**config.mk**
```make
export PLATFORM = sky130hd
export DESIGN_NAME = linked_list_engine_core
export DESIGN_NICKNAME = d
export VERILOG_FILES = /design/src/hw/rtl/lle_pkg.sv /design/src/hw/rtl/lle_rsp_reg.sv /design/src/hw/rtl/linked_list_engine_core.sv
export SDC_FILE = /design/constraint.sdc
export NUM_CORES = 2
export LEC_CHECK = 0
export ABC_AREA = 1
export BUFFER_PORTS_ARGS = -buffer_cell sky130_fd_sc_hd__clkbuf_2
export CAP_MARGIN = 20
export CORE_AREA = 2 2 327 329
export CTS_CLUSTER_DIAMETER = 100
export DETAILED_ROUTE_END_ITERATION = 7
export DIE_AREA = 0 0 329 331
export HOLD_SLACK_MARGIN = 0.03
export PLACE_DENSITY_LB_ADDON = 0.12
export SYNTH_ARGS = -nofsm -noshare
export SYNTH_HDL_FRONTEND = slang
export SYNTH_SLANG_ARGS = --single-unit
```
**constraint.sdc**
```tcl
create_clock -name clock -period 6.9 [get_ports clock]
set_clock_uncertainty 0.1 [all_clocks]
set_input_delay 0 -clock clock [delete_from_list [all_inputs] [get_ports clock]]
set_output_delay 0 -clock clock [all_outputs]
set_load 0.05 [all_outputs]
```
**src/hw/rtl/lle_pkg.sv**
```systemverilog
package lle_pkg;

   localparam int unsigned CapacityDefault   = 32;
   localparam int unsigned ValueWidthDefault = 32;
   localparam int unsigned FieldWidth        = 32;
   localparam int unsigned PosWidth          = 6;

   typedef enum logic [2:0] {
      OP_INS_HEAD   = 3'd0,
      OP_INS_TAIL   = 3'd1,
      OP_INS_AFTER  = 3'd2,
      OP_INS_BEFORE = 3'd3,
      OP_DELETE     = 3'd4,
      OP_LIST       = 3'd5
   } op_type;

   typedef enum logic [1:0] {
      ST_OK        = 2'd0,
      ST_NOT_FOUND = 2'd1,
      ST_FULL      = 2'd2,
      ST_EMPTY     = 2'd3
   } status_type;

   typedef struct packed {
      logic [2:0]                   op;
      logic signed [FieldWidth-1:0] item_value;
      logic signed [FieldWidth-1:0] reference_value;
   } req_type;

   typedef struct packed {
      logic [1:0]                   status;
      logic signed [FieldWidth-1:0] out_value;
      logic [PosWidth-1:0]          position;
      logic                         last;
   } rsp_type;

endpackage

```
**src/hw/rtl/lle_rsp_reg.sv**
```systemverilog
// output register that parts the walk sequencer from the result channel
module lle_rsp_reg
   import lle_pkg::*;
(
   input  logic    clock,
   input  logic    reset,
   input  logic    in_valid,
   output logic    in_ready,
   input  rsp_type in_data,
   output logic    out_valid,
   input  logic    out_ready,
   output rsp_type out_data
);

   logic    valid_ff;
   rsp_type data_ff;

   assign in_ready  = !valid_ff || out_ready;
   assign out_valid = valid_ff;
   assign out_data  = data_ff;

   // hold one beat
   always_ff @(posedge clock) begin
      if (reset) begin
         valid_ff <= 1'b0;
      end else if (in_ready) begin
         valid_ff <= in_valid;
      end
      if (in_ready && in_valid) begin
         data_ff <= in_data;
      end
   end

endmodule

```
**src/hw/rtl/linked_list_engine_core.sv**
```systemverilog
// channel | dir | beat content
// req     | in  | op, item_value, reference_value
// rsp     | out | status, out_value, position, last
// each item walks the list one node per cycle through a single link/value read port;
// an item runs from S_IDLE to S_FIN through S_WALK, S_LINK or S_LIST as needed; an unused op is dropped in S_IDLE,
// and listing gives one beat per node as taken.
// after reset a clearing pass over all CAPACITY nodes chains the free list; req_ready stays low.
// a stalled rsp channel holds the listing; req_ready is high only while the sequencer is idle.
module linked_list_engine_core
   import lle_pkg::*;
#(
   parameter int unsigned CAPACITY    = CapacityDefault,
   parameter int unsigned VALUE_WIDTH = ValueWidthDefault
) (
   input  logic    clock,
   input  logic    reset,
   input  logic    req_valid,
   output logic    req_ready,
   input  req_type req_data,
   output logic    rsp_valid,
   input  logic    rsp_ready,
   output rsp_type rsp_data
);

   localparam int unsigned IW = $clog2(CAPACITY + 1);
   localparam int unsigned AW = (CAPACITY > 1) ? $clog2(CAPACITY) : 1;
   localparam logic [IW-1:0] NIL = IW'(CAPACITY);

   typedef enum logic [2:0] {
      S_INIT, S_IDLE, S_WALK, S_LINK, S_LIST, S_FIN
   } state_type;

   state_type state_ff;
   logic [VALUE_WIDTH-1:0] val_mem [CAPACITY];
   logic [IW-1:0]          link_mem [CAPACITY];

   logic [IW-1:0]  head_ff, free_ff, cur_ff, prev_ff, newn_ff, node_ff;
   logic [IW-1:0]  steps_ff;
   logic [2:0]     op_ff;
   logic [VALUE_WIDTH-1:0] item_ff, key_ff;
   logic [IW-1:0]  link_rd;
   logic [VALUE_WIDTH-1:0] val_rd;
   logic [PosWidth-1:0] pos_ff;
   logic           emit_in;
   rsp_type        emit_data;
   logic           emit_ready;
   logic [1:0]     phase_ff;

   // sign-extend or cut a 32-bit field to the stored width
   function automatic logic [VALUE_WIDTH-1:0] to_stored(input logic [FieldWidth-1:0] f);
      logic [VALUE_WIDTH+FieldWidth-1:0] w;
      w = {{VALUE_WIDTH{f[FieldWidth-1]}}, f};
      return w[VALUE_WIDTH-1:0];
   endfunction

   // stored value to the 32-bit result field
   function automatic logic [FieldWidth-1:0] to_field(input logic [VALUE_WIDTH-1:0] v);
      logic [VALUE_WIDTH+FieldWidth-1:0] w;
      w = {{FieldWidth{1'b0}}, v};
      return w[FieldWidth-1:0];
   endfunction

   // combinational read of current node
   assign link_rd = (cur_ff < NIL) ? link_mem[cur_ff[AW-1:0]] : NIL;
   assign val_rd  = val_mem[cur_ff[AW-1:0]];

   assign req_ready = (state_ff == S_IDLE);

   // one sequencer, one read port, one compare
   always_ff @(posedge clock) begin
      if (reset) begin
         state_ff <= S_INIT;
         head_ff  <= NIL;
         free_ff  <= '0;
         cur_ff   <= '0;
         emit_in  <= 1'b0;
      end else begin
         if (emit_in && emit_ready) begin
            emit_in <= 1'b0;
         end
         case (state_ff)
            S_INIT: begin
               link_mem[cur_ff[AW-1:0]] <= cur_ff + IW'(1);
               if (cur_ff == NIL - IW'(1)) begin
                  state_ff <= S_IDLE;
               end
               cur_ff <= cur_ff + IW'(1);
            end
            S_IDLE: begin
               if (req_valid) begin
                  op_ff    <= req_data.op;
                  item_ff  <= to_stored(req_data.item_value);
                  key_ff   <= (req_data.op == OP_DELETE) ? to_stored(req_data.item_value)
                                                         : to_stored(req_data.reference_value);
                  cur_ff   <= head_ff;
                  prev_ff  <= NIL;
                  steps_ff <= '0;
                  pos_ff   <= '0;
                  phase_ff <= 2'd0;
                  if (req_data.op <= OP_INS_BEFORE && free_ff >= NIL) begin
                     emit_data <= '{status: ST_FULL, out_value: '0, position: '0, last: 1'b1};
                     emit_in   <= 1'b1;
                     state_ff  <= S_FIN;
                  end else if (req_data.op == OP_INS_HEAD) begin
                     newn_ff  <= free_ff;
                     state_ff <= S_LINK;
                  end else if (req_data.op == OP_LIST && head_ff >= NIL) begin
                     emit_data <= '{status: ST_EMPTY, out_value: '0, position: '0, last: 1'b1};
                     emit_in   <= 1'b1;
                     state_ff  <= S_FIN;
                  end else if (req_data.op == OP_LIST) begin
                     state_ff <= S_LIST;
                  end else if (req_data.op <= OP_DELETE) begin
                     newn_ff  <= free_ff;
                     state_ff <= S_WALK;
                  end
               end
            end
            S_WALK: begin
               if (op_ff == OP_INS_TAIL) begin
                  // find last node
                  if (cur_ff >= NIL) begin
                     state_ff <= S_LINK;
                  end else if (link_rd >= NIL || steps_ff >= NIL) begin
                     node_ff  <= cur_ff;
                     state_ff <= S_LINK;
                  end else begin
                     cur_ff   <= link_rd;
                     steps_ff <= steps_ff + IW'(1);
                  end
               end else begin
                  if (cur_ff >= NIL || steps_ff >= NIL) begin
                     emit_data <= '{status: ST_NOT_FOUND, out_value: '0, position: '0,
                                    last: 1'b1};
                     emit_in   <= 1'b1;
                     state_ff  <= S_FIN;
                  end else if (val_rd == key_ff) begin
                     node_ff  <= cur_ff;
                     state_ff <= S_LINK;
                  end else begin
                     prev_ff  <= cur_ff;
                     cur_ff   <= link_rd;
                     steps_ff <= steps_ff + IW'(1);
                  end
               end
            end
            S_LINK: begin
               if (phase_ff == 2'd3) begin
                  emit_data <= '{status: ST_OK, out_value: '0, position: '0, last: 1'b1};
                  emit_in   <= 1'b1;
                  state_ff  <= S_FIN;
               end else begin
                  // phase 0 reads the free head or unlinks, later phases pop the free node and relink
                  case (op_ff)
                     OP_INS_HEAD: begin
                        if (phase_ff == 2'd0) begin
                           cur_ff   <= free_ff;
                           phase_ff <= 2'd1;
                        end else begin
                           free_ff <= link_rd;
                           val_mem[newn_ff[AW-1:0]]  <= item_ff;
                           link_mem[newn_ff[AW-1:0]] <= head_ff;
                           head_ff  <= newn_ff;
                           phase_ff <= 2'd3;
                        end
                     end
                     OP_INS_TAIL: begin
                        if (phase_ff == 2'd0) begin
                           node_ff  <= (cur_ff >= NIL) ? NIL : node_ff;
                           cur_ff   <= free_ff;
                           phase_ff <= 2'd1;
                        end else begin
                           free_ff <= link_rd;
                           val_mem[newn_ff[AW-1:0]]  <= item_ff;
                           link_mem[newn_ff[AW-1:0]] <= NIL;
                           if (node_ff >= NIL) begin
                              head_ff <= newn_ff;
                           end else begin
                              link_mem[node_ff[AW-1:0]] <= newn_ff;
                           end
                           phase_ff <= 2'd3;
                        end
                     end
                     OP_INS_AFTER, OP_INS_BEFORE: begin
                        if (phase_ff == 2'd0) begin
                           cur_ff   <= free_ff;
                           phase_ff <= 2'd1;
                        end else if (phase_ff == 2'd1) begin
                           free_ff  <= link_rd;
                           val_mem[newn_ff[AW-1:0]] <= item_ff;
                           cur_ff   <= node_ff;
                           phase_ff <= 2'd2;
                        end else begin
                           if (op_ff == OP_INS_AFTER) begin
                              link_mem[newn_ff[AW-1:0]] <= link_rd;
                              link_mem[node_ff[AW-1:0]] <= newn_ff;
                           end else begin
                              link_mem[newn_ff[AW-1:0]] <= node_ff;
                              if (prev_ff >= NIL) begin
                                 head_ff <= newn_ff;
                              end else begin
                                 link_mem[prev_ff[AW-1:0]] <= newn_ff;
                              end
                           end
                           phase_ff <= 2'd3;
                        end
                     end
                     default: begin
                        // delete: cur_ff still points at the matched node
                        if (prev_ff >= NIL) begin
                           head_ff <= link_rd;
                        end else begin
                           link_mem[prev_ff[AW-1:0]] <= link_rd;
                        end
                        link_mem[node_ff[AW-1:0]] <= free_ff;
                        free_ff  <= node_ff;
                        phase_ff <= 2'd3;
                     end
                  endcase
               end
            end
            S_LIST: begin
               // one beat per node
               if (!emit_in || emit_ready) begin
                  emit_data <= '{status: ST_OK, out_value: to_field(val_rd),
                                 position: pos_ff + PosWidth'(1),
                                 last: (link_rd >= NIL || steps_ff + IW'(1) >= NIL)};
                  emit_in   <= 1'b1;
                  pos_ff    <= pos_ff + PosWidth'(1);
                  steps_ff  <= steps_ff + IW'(1);
                  cur_ff    <= link_rd;
                  if (link_rd >= NIL || steps_ff + IW'(1) >= NIL) begin
                     state_ff <= S_FIN;
                  end
               end
            end
            S_FIN: begin
               if (!emit_in || emit_ready) begin
                  state_ff <= S_IDLE;
               end
            end
            default: state_ff <= S_IDLE;
         endcase
      end
   end

   lle_rsp_reg u_rsp (
      .clock     (clock),
      .reset     (reset),
      .in_valid  (emit_in),
      .in_ready  (emit_ready),
      .in_data   (emit_data),
      .out_valid (rsp_valid),
      .out_ready (rsp_ready),
      .out_data  (rsp_data)
   );

endmodule

```
==> metrics.yaml <==
num_vias: 47483
clockRootBuffer: "clkbuf_16"
cts_sinks: 1425
worstSkewPairLatency_ns: 0.77
path_class: "register to register"
drive_gt1_frac: 0.08833
wl_per_cell_um: 25.28
drcViolationCount: 0
drt_iter0_drc: 6771
core_area_um2: 105000
powerDensity_nw_per_um2: 345.7
antenna_found_initial: 1
finalWirelength_um: 191200
grtUsageTotal: 0.3491
min_period_over_period: 0.7570
slowest_delay_ns: 0.83
setup_ws_ns: 1.677
cp_max_fo: 108
path_clk_slew_ns: 0.06
synth.avg_cell_area_um2: 10.60
grt_overflow: 0
viasPerCell: 6.279
endpoint_kind: "register"
worstPathRequired_ns: 7.17
clk_path_buf_depth: 3
area_growth_pct: 12.89
worst_pin_slew_ns: 1.224
nets: 6139
cts_made_buffers: 144
finalSetupViolations: 0
dp_hpwl_um: 104400
cts_resized: 0
ys_seq_elements: 1425
start_util: 0.5964
layout_common_cells: "1880 x nand2_1, 1397 x edfxtp_1, 933 x nand3_1, 362 x nor2_1, 259 x o21ai_0"
chipHeight_um: 331
leakagePower_nw: 26.39
worst_path_most_repeated_cell: "nand2_1"
grt_max_degree: 194
synthCells: 5904
rows: 119
grt_pass1_vias: 44866
seq_area_frac_synth: 0.6790
synth_nets: 5980
timing.slew.headroom: 0.1811
outcome: "completed"
timing.setup.tns_ns: 0
hold_violations: 0
drv_slew: 0
h-tree-depth: 4
synth_edf_count: 1397
drtAntennaViolNets: 0
cts_tree: "yes"
boundaryPins: 114
syn_area_um2: 62610
pre_cts_ws_ns: 1.881
critPathSlowestCell: "buf_4"
gp_congestion: 0.9706
final_common_cell: "nand2_1"
fin_crit_ns: 5.223
grt_first_pass_wirelength_um: 279700
dr.pass1.iters: 8
irDropWorstVdd_v: 0.0003844
grt_setup_unrepaired: "false"
worst_setup_path_start_kind: "register"
crit_chain: "inv_8, buf_4, nand2_1, nand3_1, nand3_1, nand2_1, nand2_1, nand3_1, nand2_1, nand2_1, nand2_1, inv_1, nand2_1, nor2_1, nand2_1, nor2_1, nand3_1, a31oi_1"
dieArea_um2: 108900
synth_flop_cell: "edfxtp_1"
yosys_warnings: 0
cp.arrival_ns: 5.50
io_buffers: 113
die_x_um: 329
timing.fmax_mhz: 191.4
synth_cell_type_count: 49
post-cts-setup-buffers: 0
hold_class: "input pin to register"
ys_async_sr_fraction: 0
n_fill_cell: 7828
ctsHoldBuffers: 140
drv_cap: 0
where the power goes:
group	internal, W	switching [W]	leakage, nW
logic	0.00198	0.00499	11.4
registers	0.00980	0.000214	12.8
clock network	0.00421	0.00323	2.15
flip-flops by register name (all words and copies together) (netlist names), 2 cells and up, named ones only:
name / cells
emit_data: 41
op_ff: 3
item_ff: 32
link_mem: 192
cur_ff: 6
state_ff: 3
newn_ff: 6
phase_ff: 2
prev_ff: 6
u_rsp.out_data: 41
steps_ff: 6
head_ff: 6
free_ff: 6
val_mem: 1024
node_ff: 6
pos_ff: 6
key_ff: 32
layout make-up:
type	instances	area, µm²	area share
Sequential cell	1425	42530	0.6017
Tap cell	1391	1740	0.02462
Timing Repair Buffer	356	3015	0.04266
Antenna cell	1	2.502	0.00003541
Inverter	221	854.6	0.01209
Clock buffer	188	3916	0.05541
Multi-Input combinational cell	3915	18140	0.2566
Clock inverter	65	485.5	0.006869
final timing paths:
path	from	to	slack [ns]	depth (start not counted)
hold / removal	req_data[0]	key_ff[0]	0.09	3
setup reg to reg	register	node_ff[5]	1.68	18
hold reg to reg	emit_data[26]	u_rsp.out_data[26]	0.32	0
setup / recovery	register	node_ff[5]	1.68	18
cells by family (layout without fill, tap and decap cells):
group | Yosys count | in the layout | share of synthesized area
and+or+nand+nor | 3268 | 3268 | 0.2183
muxes | 32 | 32 | 0.005756
other | 0 | 1 | 0
adders and majority gates | 5 | 5 | 0.0009992
buffers and inverters | 564 | 830 | 0.03679
AOI/OAI and AO/OA | 603 | 603 | 0.05822
DFF | 1425 | 1425 | 0.6790
xor gates and xnor gates | 7 | 7 | 0.0009793
per-stage QoR:
stage | power (W) | hold slack (ns) | instance area (µm²) | instances | util
5_1_grt | 0.02542 | 0.08633 | 70680 | 7561 | 0.6733
6_report | 0.02443 | 0.09406 | 70680 | 7562 | 0.6733
4_1_cts | 0.02426 | 0.03152 | 70560 | 7556 | 0.6722
3_3_place_gp | 0.01675 | 0.09249 | 64700 | 7160 | 0.6164
2_1_floorplan | 0.01478 | -0.001131 | 62610 | 5904 | -
3_5_place_dp | 0.01687 | 0.09422 | 64760 | 7163 | 0.6169
cells in the mapped netlist (6+ instances only):
library cell / n / area, µm²
a21oi_1: 40 / 200.2
mux2_2: 32 / 360.4
nand2_1: 1881 / 7061
nor3_1: 25 / 125.1
edfxtp_1: 1397 / 41950
nor2_1: 395 / 1483
o21ai_0: 260 / 1301
o2111ai_1: 6 / 52.55
a31oi_1: 9 / 56.30
clkbuf_1: 180 / 675.7
inv_2: 20 / 75.07
inv_1: 173 / 649.4
dfxtp_1: 28 / 560.5
buf_2: 123 / 615.6
o22ai_1: 44 / 275.3
o211ai_1: 131 / 983.4
a221oi_1: 8 / 70.07
nand2_4: 8 / 90.09
xor2_1: 6 / 52.55
nand3_1: 933 / 4669
clkinv_1: 27 / 101.4
o221ai_1: 37 / 324.1
buf_1: 34 / 127.6
o21ai_1: 60 / 300.3
critical path, delay by kind of cell (launching register included):
family	cells	cell delay, ns
simple gates	14	2.03
flops	1	0.52
compound gates	1	0.55
buf+inv	3	1.51
per-layer routing:
metal | global-route usage | routed length [µm] | up-vias
li1 | - | - | 21022
met1 | 0.4693 | 70710 | 22615
met2 | 0.5537 | 88310 | 3183
met3 | 0.06462 | 22010 | 663
met4 | 0.1701 | 10170 | 0
met5 | 0 | 0 | -
Power figures use the tool's default switching activity.
